**src/rtl/core/wbpm_pkg.sv**
```systemverilog
package wbpm_pkg;

	// Command codes carried on the opcode field.
	typedef enum logic [2:0] {
		OP_CLEAR   = 3'd0,
		OP_LOAD    = 3'd1,
		OP_FRAME   = 3'd2,
		OP_ACQUIRE = 3'd3,
		OP_RELEASE = 3'd4
	} op_t;

	// Status codes returned with every result.
	typedef enum logic [2:0] {
		STAT_OK          = 3'd0,
		STAT_NO_BUFFER   = 3'd1,
		STAT_BUSY        = 3'd2,
		STAT_BAD_RELEASE = 3'd3,
		STAT_INACTIVE    = 3'd4
	} stat_t;

	// Life cycle of one buffer slot.
	typedef enum logic [2:0] {
		ST_INVALID = 3'd0,
		ST_FREE    = 3'd1,
		ST_WRITING = 3'd2,
		ST_READY   = 3'd3,
		ST_READING = 3'd4
	} sstate_t;

	typedef struct packed {
		logic [2:0] opcode;
		logic [3:0] slot_handle;
		logic       display_active;
	} item_t;

	typedef struct packed {
		logic [2:0]  status;
		logic        slot_valid;
		logic [3:0]  result_slot;
		logic [31:0] fence_value;
		logic [31:0] completed_count;
	} result_t;

endpackage

```
**src/rtl/core/writeback_buffer_pool_manager_core.sv**
```systemverilog
// Results: a command taken passes through the input register and then the result register
// to the result ports, marked by done for exactly one cycle.
// Throughput: one command every cycle; busy never rises because the pool update for a
// command completes between the input and result registers.
// Reset: arst_n clears all slot states, both queues, the writing mark, both counters and
// the capture enable at once. The receiver cannot stall; results are never held.
module writeback_buffer_pool_manager_core
	import wbpm_pkg::*;
#(
	parameter int SLOT_COUNT = 16
) (
	input  logic        clk,
	input  logic        arst_n,
	input  logic        start,
	output logic        busy,
	input  logic [2:0]  opcode,
	input  logic [3:0]  slot_handle,
	input  logic        display_active,
	input  logic        cfg_valid,
	output logic        cfg_ready,
	input  logic        cfg_data,
	output logic        done,
	output logic [2:0]  status,
	output logic        slot_valid,
	output logic [3:0]  result_slot,
	output logic [31:0] fence_value,
	output logic [31:0] completed_count
);

	// The pool takes a command in every cycle, so the command channel never pushes back.
	// The capture enable is a plain register that accepts every write.
	assign busy      = 1'b0;
	assign cfg_ready = 1'b1;

	logic    capture_enabled_q;
	logic    accept;
	item_t   item;
	logic    valid_s1;
	item_t   item_s1;
	result_t res;
	result_t res_s2;
	logic    done_s2;

	assign accept = start && !busy;

	// Field order matches the item layout: opcode, slot handle, display active.
	assign item = {opcode, slot_handle, display_active};

	// Capture enable. The user must change it only while no command is in flight, so
	// the pool sees the value current at issue. The block itself does not enforce it.
	always_ff @(posedge clk or negedge arst_n) begin
		if (!arst_n) begin
			capture_enabled_q <= 1'b0;
		end else if (cfg_valid && cfg_ready) begin
			capture_enabled_q <= cfg_data;
		end
	end

	// Stage one: register the command as it arrives.
	wbpm_in_stage u_in_stage (
		.clk      (clk),
		.arst_n   (arst_n),
		.accept   (accept),
		.item     (item),
		.valid_s1 (valid_s1),
		.item_s1  (item_s1)
	);

	// The pool state lives here. The registered command is decoded, the linked queues
	// are updated and the result is formed, all combinationally before the result register,
	// so the next command in stage one always sees the state left by the one before it.
	wbpm_pool #(
		.SLOT_COUNT (SLOT_COUNT)
	) u_pool (
		.clk             (clk),
		.arst_n          (arst_n),
		.valid           (valid_s1),
		.item            (item_s1),
		.capture_enabled (capture_enabled_q),
		.res             (res)
	);

	// Stage two: result register that drives the ports.
	wbpm_out_stage u_out_stage (
		.clk     (clk),
		.arst_n  (arst_n),
		.valid   (valid_s1),
		.res     (res),
		.done_s2 (done_s2),
		.res_s2  (res_s2)
	);

	assign done            = done_s2;
	assign status          = res_s2.status;
	assign slot_valid      = res_s2.slot_valid;
	assign result_slot     = res_s2.result_slot;
	assign fence_value     = res_s2.fence_value;
	assign completed_count = res_s2.completed_count;

	// Every command taken produces exactly one result, flagged by done after the result register.
	a_result_follows: assert property (@(posedge clk) disable iff (!arst_n)
		accept |=> ##1 done)
		else $error("accepted command produced no result");

endmodule

```
**src/rtl/core/wbpm_in_stage.sv**
```systemverilog
module wbpm_in_stage
	import wbpm_pkg::*;
(
	input  logic  clk,
	input  logic  arst_n,
	input  logic  accept,
	input  item_t item,
	output logic  valid_s1,
	output item_t item_s1
);

	always_ff @(posedge clk or negedge arst_n) begin
		if (!arst_n) begin
			valid_s1 <= 1'b0;
		end else begin
			valid_s1 <= accept;
		end
	end

	always_ff @(posedge clk) begin
		if (accept) begin
			item_s1 <= item;
		end
	end

endmodule

```
**src/rtl/core/wbpm_pool.sv**
```systemverilog
module wbpm_pool
	import wbpm_pkg::*;
#(
	parameter int SLOT_COUNT = 16
) (
	input  logic    clk,
	input  logic    arst_n,
	input  logic    valid,
	input  item_t   item,
	input  logic    capture_enabled,
	output result_t res
);

	localparam int IDX_W = $clog2(SLOT_COUNT);
	localparam int CNT_W = $clog2(SLOT_COUNT + 1);

	typedef logic [IDX_W-1:0] idx_t;
	typedef logic [CNT_W-1:0] cnt_t;

	typedef struct packed {
		idx_t head;
		idx_t tail;
		cnt_t count;
	} queue_t;

	sstate_t     st_q   [SLOT_COUNT];
	sstate_t     st_n   [SLOT_COUNT];
	idx_t        nxt_q  [SLOT_COUNT];
	idx_t        nxt_n  [SLOT_COUNT];
	idx_t        prv_q  [SLOT_COUNT];
	idx_t        prv_n  [SLOT_COUNT];
	logic [31:0] fence_q[SLOT_COUNT];

	queue_t      eq_q, eq_n, rq_q, rq_n;
	logic        wv_q, wv_n;
	idx_t        widx_q, widx_n;
	logic [31:0] issued_q, issued_n;
	logic [31:0] fin_q, fin_n;
	logic        fence_we;
	idx_t        fence_slot;

	logic        h_ok;
	idx_t        h_idx;

	assign h_ok  = ({28'd0, item.slot_handle} < 32'(SLOT_COUNT));
	assign h_idx = IDX_W'(item.slot_handle);

	// Each command does at most one unlink followed by at most one append, so the
	// list surgery below is written once and steered by the command decode.
	always_comb begin
		queue_t qw;
		idx_t   p;
		idx_t   n;
		idx_t   s;
		idx_t   un_slot;
		idx_t   push_slot;
		logic   un_en;
		logic   un_rdy;
		logic   push_en;
		logic   push_rdy;
		logic   pick;

		st_n       = st_q;
		nxt_n      = nxt_q;
		prv_n      = prv_q;
		eq_n       = eq_q;
		rq_n       = rq_q;
		wv_n       = wv_q;
		widx_n     = widx_q;
		issued_n   = issued_q;
		fin_n      = fin_q;
		fence_we   = 1'b0;
		fence_slot = '0;
		res        = '0;
		qw         = '0;
		p          = '0;
		n          = '0;
		s          = rq_q.head;
		un_slot    = '0;
		push_slot  = '0;
		un_en      = 1'b0;
		un_rdy     = 1'b0;
		push_en    = 1'b0;
		push_rdy   = 1'b0;
		pick       = 1'b0;

		if (valid) begin
			case (op_t'(item.opcode))
				OP_CLEAR: begin
					if (capture_enabled) begin
						res.status = STAT_BUSY;
					end else begin
						for (int i = 0; i < SLOT_COUNT; i++) begin
							st_n[i] = ST_INVALID;
						end
						eq_n = '0;
						rq_n = '0;
					end
				end
				OP_LOAD: begin
					if (capture_enabled) begin
						res.status = STAT_BUSY;
					end else if (h_ok) begin
						un_slot = h_idx;
						if (st_q[h_idx] == ST_FREE) begin
							un_en = 1'b1;
						end else if (st_q[h_idx] == ST_WRITING || st_q[h_idx] == ST_READY) begin
							un_en  = 1'b1;
							un_rdy = 1'b1;
						end
						st_n[h_idx] = ST_FREE;
						push_en     = 1'b1;
						push_slot   = h_idx;
					end
				end
				OP_FRAME: begin
					if (!item.display_active) begin
						res.status = STAT_INACTIVE;
					end else begin
						if (wv_q) begin
							if (st_q[widx_q] == ST_WRITING) begin
								st_n[widx_q] = ST_READY;
							end
							fin_n = fin_q + 32'd1;
							wv_n  = 1'b0;
						end
						if (capture_enabled) begin
							if (eq_q.count != '0) begin
								s    = eq_q.head;
								pick = 1'b1;
							end else if (rq_q.count >= CNT_W'(2)) begin
								s      = rq_q.head;
								un_rdy = 1'b1;
								pick   = 1'b1;
							end else begin
								res.status = STAT_NO_BUFFER;
							end
							if (pick) begin
								un_en           = 1'b1;
								un_slot         = s;
								issued_n        = issued_q + 32'd1;
								wv_n            = 1'b1;
								widx_n          = s;
								fence_we        = 1'b1;
								fence_slot      = s;
								st_n[s]         = ST_WRITING;
								push_en         = 1'b1;
								push_rdy        = 1'b1;
								push_slot       = s;
								res.slot_valid  = 1'b1;
								res.result_slot = 4'(s);
								res.fence_value = issued_n;
							end
						end
					end
				end
				OP_ACQUIRE: begin
					if (rq_q.count == '0) begin
						res.status = STAT_NO_BUFFER;
					end else begin
						un_en           = 1'b1;
						un_rdy          = 1'b1;
						un_slot         = s;
						st_n[s]         = ST_READING;
						res.slot_valid  = 1'b1;
						res.result_slot = 4'(s);
						res.fence_value = fence_q[s];
					end
				end
				OP_RELEASE: begin
					if (!h_ok || st_q[h_idx] != ST_READING) begin
						res.status = STAT_BAD_RELEASE;
					end else begin
						st_n[h_idx] = ST_FREE;
						push_en     = 1'b1;
						push_slot   = h_idx;
					end
				end
				default: begin
				end
			endcase
		end

		// Take the slot out of its doubly linked queue.
		if (un_en) begin
			qw = un_rdy ? rq_n : eq_n;
			if (qw.count != '0) begin
				p = prv_q[un_slot];
				n = nxt_q[un_slot];
				if (qw.head == un_slot) begin
					qw.head = n;
				end else begin
					nxt_n[p] = n;
				end
				if (qw.tail == un_slot) begin
					qw.tail = p;
				end else begin
					prv_n[n] = p;
				end
				qw.count = qw.count - cnt_t'(1);
			end
			if (un_rdy) begin
				rq_n = qw;
			end else begin
				eq_n = qw;
			end
		end

		// Append the slot at the tail of the target queue.
		if (push_en) begin
			qw = push_rdy ? rq_n : eq_n;
			if (qw.count == '0) begin
				qw.head = push_slot;
			end else begin
				nxt_n[qw.tail]   = push_slot;
				prv_n[push_slot] = qw.tail;
			end
			qw.tail  = push_slot;
			qw.count = qw.count + cnt_t'(1);
			if (push_rdy) begin
				rq_n = qw;
			end else begin
				eq_n = qw;
			end
		end

		res.completed_count = fin_n;
	end

	always_ff @(posedge clk or negedge arst_n) begin
		if (!arst_n) begin
			for (int i = 0; i < SLOT_COUNT; i++) begin
				st_q[i] <= ST_INVALID;
			end
			eq_q     <= '0;
			rq_q     <= '0;
			wv_q     <= 1'b0;
			widx_q   <= '0;
			issued_q <= '0;
			fin_q    <= '0;
		end else begin
			st_q     <= st_n;
			eq_q     <= eq_n;
			rq_q     <= rq_n;
			wv_q     <= wv_n;
			widx_q   <= widx_n;
			issued_q <= issued_n;
			fin_q    <= fin_n;
		end
	end

	always_ff @(posedge clk) begin
		nxt_q <= nxt_n;
		prv_q <= prv_n;
		if (fence_we) begin
			fence_q[fence_slot] <= issued_n;
		end
	end

	logic [SLOT_COUNT-1:0] in_ready_vec;
	logic [SLOT_COUNT-1:0] in_free_vec;

	always_comb begin
		for (int i = 0; i < SLOT_COUNT; i++) begin
			in_ready_vec[i] = (st_q[i] == ST_WRITING) || (st_q[i] == ST_READY);
			in_free_vec[i]  = (st_q[i] == ST_FREE);
		end
	end

	a_ready_members: assert property (@(posedge clk) disable iff (!arst_n)
		$countones(in_ready_vec) == int'(rq_q.count))
		else $error("ready queue length disagrees with slot states");

	a_free_members: assert property (@(posedge clk) disable iff (!arst_n)
		$countones(in_free_vec) == int'(eq_q.count))
		else $error("empty queue length disagrees with slot states");

	a_fin_step: assert property (@(posedge clk) disable iff (!arst_n)
		fin_q == $past(fin_q) || fin_q == $past(fin_q) + 32'd1)
		else $error("completed counter moved by more than one");

endmodule

```
**src/rtl/core/wbpm_out_stage.sv**
```systemverilog
module wbpm_out_stage
	import wbpm_pkg::*;
(
	input  logic    clk,
	input  logic    arst_n,
	input  logic    valid,
	input  result_t res,
	output logic    done_s2,
	output result_t res_s2
);

	always_ff @(posedge clk or negedge arst_n) begin
		if (!arst_n) begin
			done_s2 <= 1'b0;
		end else begin
			done_s2 <= valid;
		end
	end

	always_ff @(posedge clk) begin
		if (valid) begin
			res_s2 <= res;
		end
	end

endmodule
```
**config.mk**
```make
export PLATFORM = sky130hd
export DESIGN_NAME = writeback_buffer_pool_manager_core
export DESIGN_NICKNAME = d
export VERILOG_FILES = /design/src/rtl/core/wbpm_pkg.sv /design/src/rtl/core/writeback_buffer_pool_manager_core.sv /design/src/rtl/core/wbpm_in_stage.sv /design/src/rtl/core/wbpm_pool.sv /design/src/rtl/core/wbpm_out_stage.sv
export SDC_FILE = /design/constraint.sdc
export NUM_CORES = 1
export LEC_CHECK = 0
export BUFFER_PORTS_ARGS = -buffer_cell sky130_fd_sc_hd__buf_2
export CAP_MARGIN = 30
export CORE_UTILIZATION = 45
export DETAILED_ROUTE_END_ITERATION = 8
export GPL_ROUTABILITY_DRIVEN = 0
export PLACE_DENSITY_LB_ADDON = 0.25
export SYNTH_ARGS = -nofsm -noshare
export SYNTH_HDL_FRONTEND = slang
export SYNTH_SLANG_ARGS = --single-unit
```
**constraint.sdc**
```tcl
create_clock -name clk -period 5.24 [get_ports clk]
set_clock_uncertainty 0.05 [all_clocks]
set_input_delay 0.524 -clock clk [delete_from_list [all_inputs] [get_ports clk]]
set_output_delay 0.524 -clock clk [all_outputs]
set_load 0.03 [all_outputs]
```
==> metrics.txt, run 1 <==
Critical R2R Capture u_pool.nxt_q[29]; Top Ports 88; flops & latches, synth 866; Worst Tran Pin Value 1.13 ns; Setup crit start kind flop; Stages on worst setup path 13; Die Y 299 µm; unrepaired setup endpoints after global routing false; Avg WL per Cell 26.2 µm; DRT Pass-1 Iters 7; number of antenna violations at the first check in global routing 2; Iteration-0 DRC Markers 2811; Congestion Overflow GR 0; setup violators final 0; Core Footprint 87200 µm²; Final Util 52.4%; CP arrival 5.49 ns; vias in the first global route 26800; part of the cycle the worst path needs 95.8%; largest family of logic cells by synthesized area multiplexers; top_reg_cell synth edfxtp_1; xor/xnor cell area share of the yosys netlist 2.36%; worst setup path endpoint u_pool.nxt_q[29]; largest net degree at the start of global routing 70; max-cap viol count 0; crit path capture type flop; drt drc 0; number of cell rows 108; min setup slack post-route 0.222 ns; multi-input logic area 15000 µm²; Crit Path Class flop to flop; Root Buffer clkbuf_16; CP bufs+invs 2; clock-pin slew on the worst setup and hold paths 0.06 ns; outcome complete, no violations; Rel. slew slack 24.3%; Simple-Gate Fraction of Synth Area 8.72%; Pleak 16.7 nW; Worst-Skew Late Latency 0.68 ns; vias 26300; CTS sink cnt 866; FF+latch area 24000 µm²; Worst R2R Path Depth 13; CP Cell Sequence nand2b_1 -> a2111oi_0 -> or2_1 -> nand2b_1 -> buf_12 -> o21ai_0 -> a32o_1 -> a221o_1 -> buf_4 -> or4_1 -> nor2_2 -> mux2i_1 -> mux2i_1; hold_ws 0.0349 ns; clock buffer depth 3; Cell Pwr Density 403 nW/µm²; Area Growth Syn to Fin 14.9%; TritonCTS clock tree yes; layout cell share with drive strength beyond 1 22.0%; H-tree levels 3; chip width 299 µm; final hold viol count 0; slowest CP cell a2111oi_0; max incr delay on CP 0.84 ns; library cells used by synthesis 100; syn avg cell area 13.9 µm²; number of synthesized flops with an enable pin 592; Slew Limit Fails 0; post-route ant nets 0; Setup TNS 0 ns; starting density of the core 45.6%; top cell family by delay on the critical path compound AO/OA/AOI/OAI gates; reg-to-reg critical path startpoint u_in_stage.item_s1[7]; post-synthesis adder-cell area fraction 0.189%; die area 89600 µm²; first-pass GRT wire length 167 mm; HP Class primary input to flop; FMAX 0.199 GHz; Synth Instances 2852; CP max FO 33; register area share after synthesis 60.3%; VDD IR-drop max 0.376 mV; pre-CTS setup slack 0.0608 ns; critical path required time 5.71 ns; vias per std cell 6.20; CP Launch Point u_in_stage.item_s1[7]; Tot Pwr 18.4 mW; gr usage total 24.7%; Compound-Gate Fraction of Synth Area 7.66%; yosys warns 0; Worst R2R Setup Slack 0.22 ns; post-DP HPWL 69.0 mm; synthesized area 39800 µm²; asr flop ratio synth 16.9%; Buffers on Ports 85; mux share of post-synthesis cell area 18.3%; min cycle time layout 5.02 ns; Inserted Diodes 0; syn_nets 2871; Nets 3029; Routed WL 111 mm; TritonCTS Buffers 92; Filler cells 7143
[per-layer routing]
layer,global-route usage (%),wire (µm)
met5,0,0
met4,8.97,4100
met3,4.42,8980
met2,38.6,51600
met1,34.6,46400
[state kept, by name, summed over array words and instances (netlist names)]
register	flops
u_pool.rq_q	13
u_out_stage.res_s2	72
u_out_stage.done_s2	1
u_pool.widx_q	4
u_pool.st_q	48
capture_enabled_q	1
u_pool.nxt_q	64
u_in_stage.item_s1	8
u_pool.wv_q	1
u_pool.prv_q	64
u_pool.fence_q	512
u_pool.eq_q	13
u_pool.issued_q	32
u_pool.fin_q	32
u_in_stage.valid_s1	1
[what timing repair did]
item	CTS	global route
pin swaps	0	1
endpoints found under the setup margin	1	124
setup buffers	0	7
hold buffers	9	0
hold endpoints to repair	75	0
cloned	0	0
gates resized for setup	1	9
[worst min-delay path by stage]
stage	startpoint	end	slack [ns]	depth (start not counted)
2_1_floorplan	arst_n	capture_enabled_q	0.18	0
3_3_place_gp	u_pool.fin_q[31]	u_pool.fin_q[31]	0.41	1
3_5_place_dp	u_pool.fin_q[31]	u_pool.fin_q[31]	0.42	1
4_1_cts	cfg_valid	capture_enabled_q	0.003	2
5_1_grt	cfg_valid	capture_enabled_q	0.02	2
6_report	cfg_valid	capture_enabled_q	0.03	2
[per-stage QoR]
step / instance area (µm²) / std cells
detailed placement: 42100 / 4033
global route: 45700 / 4245
floorplan: 39800 / 2852
finish: 45700 / 4245
CTS: 45400 / 4216
global placement: 42100 / 4028
[logic make-up (layout without fill, tap and decap cells)]
group	Yosys count	in the layout
and+or+nand+nor	657	657
muxes	501	501
AOI/OAI and AO/OA	485	485
other	2	2
xor gates and xnor gates	107	107
adders and majority gates	6	6
buffers and inverters	228	466
DFF	866	866
[power by group]
part / switching, mW / leakage [nW] / total (mW) / internal [mW]
combinational: 2.39 / 6.68 / 4.11 / 1.72
clock: 2.78 / 1.51 / 6.66 / 3.88
sequential: 0.201 / 8.49 / 7.64 / 7.44
[cell type report]
type | instances | share of cell area [%]
multi-input combinational | 1758 | 32.9
clock buffer | 120 | 5.52
inverter | 38 | 0.312
tap | 1155 | 3.16
sequential | 866 | 52.5
clock inverter | 54 | 1.38
timing repair buffer | 254 | 4.22
[cells in the mapped netlist, types with 7 or more instances]
cell type	count	share of area, %
or3_1	27	0.42
dfxtp_1	128	6.4
a221oi_1	12	0.26
o21ai_1	11	0.14
buf_1	21	0.20
a22oi_1	11	0.21
and4_1	7	0.15
mux4_2	177	10
o21ai_0	200	2.5
xnor2_1	67	1.5
dfrtp_1	146	9.2
buf_2	15	0.19
nand4_1	21	0.33
xor2_1	40	0.88
edfxtp_1	592	45
nand3_1	68	0.86
and3_1	30	0.47
o31ai_1	10	0.19
mux2_2	17	0.48
nand2_1	209	2.0
a21oi_1	81	1.0
clkbuf_1	140	1.3
o22ai_1	12	0.19
or2_2	13	0.20
o211ai_1	16	0.30
and2_1	13	0.20
nor3_1	48	0.60
a31oi_1	45	0.71
nor2_1	130	1.2
inv_1	37	0.35
a22o_1	15	0.33
mux2i_1	304	7.7
nand3_4	8	0.35
buf_6	7	0.20
nand2b_1	20	0.31
[worst register-to-register path, stage by stage, from the launching register on]
cell and delay, ns:
edfxtp_1 0.60, nand2b_1 0.26, a2111oi_0 0.84, or2_1 0.23
nand2b_1 0.24, buf_12 0.25, o21ai_0 0.19, a32o_1 0.30
a221o_1 0.39, buf_4 0.26, or4_1 0.59, nor2_2 0.35
mux2i_1 0.27, mux2i_1 0.10
[placed cells by master, fill, tap and decap left out, drive strengths merged, types with 10 or more instances in the layout]
cell type / count
clkbuf: 120
xor2: 40
nand2b: 20
and2: 14
a22o: 15
mux4: 177
mux2i: 307
and3: 30
o22ai: 12
a31oi: 46
clkinv: 38
o21ai: 213
inv: 40
nand2: 211
a22oi: 12
a21oi: 81
o211ai: 17
nor3: 57
dfxtp: 128
nor2: 134
o31ai: 10
xnor2: 67
a221oi: 12
or2: 16
nand4: 21
or3: 28
nand3: 76
a21boi: 10
edfxtp: 592
buf: 245
mux2: 17
dfrtp: 146
Power figures use the tool's default switching activity.
==> inputs of run 2 (changes only) <==
--- a/config.mk
+++ b/config.mk
@@ -5,8 +5,11 @@
 export SDC_FILE = /design/constraint.sdc
 export NUM_CORES = 1
 export LEC_CHECK = 0
+export ABC_AREA = 1
 export BUFFER_PORTS_ARGS = -buffer_cell sky130_fd_sc_hd__buf_2
 export CAP_MARGIN = 30
+export CORE_ASPECT_RATIO = 0.75
+export CORE_MARGIN = 3
 export CORE_UTILIZATION = 45
 export DETAILED_ROUTE_END_ITERATION = 8
 export GPL_ROUTABILITY_DRIVEN = 0
==> run 2 against run 1 <==
Net effect: combinational power up 56%; power up 13%; clock power down 4.7%; clock-buffer cell count down 13; via count up 19%; sequential power up 5.1%; highest routed layer is now met5.
==> metrics.txt, run 2 <==
outcome complete, no violations; min cycle time layout 4.79 ns (-0.226 ns); Rel. slew slack 29.3% (+5.0 points); H-tree levels 3 (unchanged); Iteration-0 DRC Markers 4142 (+47%); FMAX 0.209 GHz (+4.7%); setup violators final 0 (unchanged); Slew Limit Fails 0 (unchanged); post-synthesis adder-cell area fraction 0.190% (+0.0011 points); xor/xnor cell area share of the yosys netlist 1.35% (-1.0 points); Core Footprint 86500 µm² (-0.81%); Simple-Gate Fraction of Synth Area 16.5% (+7.8 points); Area Growth Syn to Fin 13.0%; register area share after synthesis 60.7% (+0.36 points); commonest non-fill, non-tap cell in the layout nand2_1; library cells used by synthesis 61 (-39%); CP max FO 40 (+21%); reg-to-reg critical path startpoint u_pool.eq_q[3]; CP Launch Point u_pool.eq_q[3]; CTS sink cnt 866 (unchanged); share of the synthesized area in the top cell type 45.0% (+0.27 points); Worst Tran Pin Value 1.05 ns (-0.0747 ns); DRT Pass-1 Iters 6 (-1); number of cell rows 93 (-14%); hold_sp slot_handle[1]; Routed WL 121 mm (+8.5%); part of the cycle the worst path needs 91.5% (-4.3 points); hold depth 1 (-1); TritonCTS Buffers 86 (-6.5%); Congestion Overflow GR 0 (unchanged); Pleak 16.9 nW (+1.6%); Top Ports 88 (unchanged); layout cell share with drive strength beyond 1 11.2% (-11 points); TritonCTS clock tree yes; Finished Cell Area 44700 µm² (-2.3%); count leader, synth nand2_1; post-DP HPWL 74.4 mm (+7.9%); Die Y 263 µm (-12%); Worst R2R Setup Slack 0.45 ns (+0.23 ns); vias in the first global route 28800 (+7.6%); largest net degree at the start of global routing 79 (+13%); Avg WL per Cell 22.8 µm (-13%); Buffers on Ports 85 (unchanged); critical path required time 5.75 ns (+0.04 ns); flops & latches, synth 866 (unchanged); crit path capture type flop; Synth Instances 3965 (+39%); Critical R2R Capture u_pool.prv_q[55]; Worst Hold Path EP u_in_stage.item_s1[2]; Worst R2R Path Depth 18 (+5); asr flop ratio synth 16.9% (unchanged); most frequent cells in the layout nand2_1 (756), edfxtp_1 (592), o21ai_0 (312); clock buffer depth 3 (unchanged); Placed Area 41600 µm² (-1.3%); Compound-Gate Fraction of Synth Area 15.6% (+7.9 points); Setup TNS 0 ns (unchanged); Final Util 51.7% (-0.79 points); syn_nets 3984 (+39%); vias per std cell 5.94 (-4.2%); largest registers u_pool.fence_q x512, u_out_stage.res_s2 x72; gr usage total 25.6% (+0.90 points); vias 31400 (+19%); largest family of logic cells by synthesized area simple AND/OR/NAND/NOR gates; unrepaired setup endpoints after global routing false; syn avg cell area 9.97 µm² (-29%); die area 91500 µm² (+2.1%); yosys warns 0 (unchanged); pre-CTS setup slack 0.270 ns (+0.209 ns); drt drc 0 (unchanged); first-pass GRT wire length 180 mm (+7.6%); clock-pin slew on the worst setup and hold paths 0.07 ns (about the same); Synth area leader edfxtp_1; Setup crit start kind flop; post-route ant nets 0 (unchanged); max-cap viol count 0 (unchanged); synthesized area 39500 µm² (-0.60%); chip width 348 µm (+16%); hold_ws 0.0483 ns (+0.0134 ns); Cell Pwr Density 466 nW/µm² (+16%); Crit Path Class flop to flop; Largest register FFs 512 (unchanged); final hold viol count 0 (unchanged); top post-synthesis cells by area edfxtp_1 (45%), dfrtp_1 (9.2%), nand2_1 (7.2%), dfxtp_1 (6.5%), a22oi_1 (4.9%); Most flops, register u_pool.fence_q; Synth top cells by count nand2_1 (759), edfxtp_1 (592), o21ai_0 (312); top_reg_cell synth edfxtp_1; number of antenna violations at the first check in global routing 2 (unchanged); HP Class primary input to flop; starting density of the core 45.7% (+0.094 points); mux share of post-synthesis cell area 0.304% (-18 points); Worst-Skew Late Latency 0.67 ns (about the same); number of synthesized flops with an enable pin 592 (unchanged); Root Buffer clkbuf_16; min setup slack post-route 0.447 ns (+0.226 ns); CP arrival 5.30 ns (-0.19 ns); Nets 4089 (+35%); VDD IR-drop max 0.329 mV (-13%)
run 2: through the flow:
stage,total power [mW],cells
floorplan,12.3,3965
global placement,14.3,5095
detailed placement,14.4,5108
CTS,20.7,5273
global route,21.7,5280
finish,20.8,5281
run 2: critical path, stage by stage (launching register included):
cell	delay, ns
dfrtp_1	0.39
nor2_1	0.14
nand3_1	0.32
nor2_2	0.30
nor2_4	0.07
nand2_2	0.11
nand3_4	0.27
nand2_4	0.40
buf_4	0.52
o211ai_1	0.22
nand3_1	0.13
nand3_1	0.08
nand2_1	0.29
inv_1	0.16
nor3_2	0.48
nand2_1	0.31
nand2_1	0.13
o21ai_0	0.09
o21a_1	0.18
run 2: worst max path at each step:
stage | to | slack (ns) | cells past startpoint
floorplan | u_pool.fence_q[0][0] | 0.34 | 11
detailed placement | u_pool.prv_q[55] | 0.27 | 25
CTS | u_pool.prv_q[54] | 0.19 | 25
global route | u_pool.nxt_q[44] | 0.05 | 22
global placement | u_pool.prv_q[54] | 0.37 | 26
finish | u_pool.prv_q[55] | 0.45 | 18
run 2: final cells by class:
| cell class | count | area (µm²) |
|---|---|---|
| fillers | 7768 | 41800 |
| diodes | 1 | 2.50 |
| inverters | 332 | 1250 |
| flip-flops and latches | 866 | 24000 |
| well taps | 1140 | 1430 |
| clock buffers | 107 | 2290 |
| multi-input cells | 2581 | 13600 |
| clock inverters | 51 | 571 |
| repair buffers | 203 | 1500 |
run 2: routing by layer:
layer	part of all wire [%]	track usage, %
met5	0.0083	0
met1	44	39.0
met2	42	36.6
met3	11	6.15
met4	2.5	6.20
run 2: power breakdown:
| group | total (mW) | internal, mW | switching, mW |
|---|---|---|---|
| registers | 8.03 | 7.77 | 0.259 |
| clock network | 6.35 | 3.62 | 2.73 |
| logic | 6.42 | 1.75 | 4.68 |
| total | 20.8 | 13.1 | 7.67 |
run 2: cells by family (layout without fill, tap and decap cells):
logic type | after synthesis | in the layout
other cells | 2 | 3
compound gates | 1036 | 1036
xor+xnor | 61 | 61
flops | 866 | 866
simple gates | 1464 | 1464
fa+ha+maj | 6 | 6
buf+inv | 518 | 693
mux | 12 | 12
run 2: what timing repair did:
item	4_1_cts	5_1_grt
hold endpoints to repair	82	0
gates resized for setup	0	10
endpoints found under the setup margin	0	118
hold buffers	7	0
setup buffers	0	4
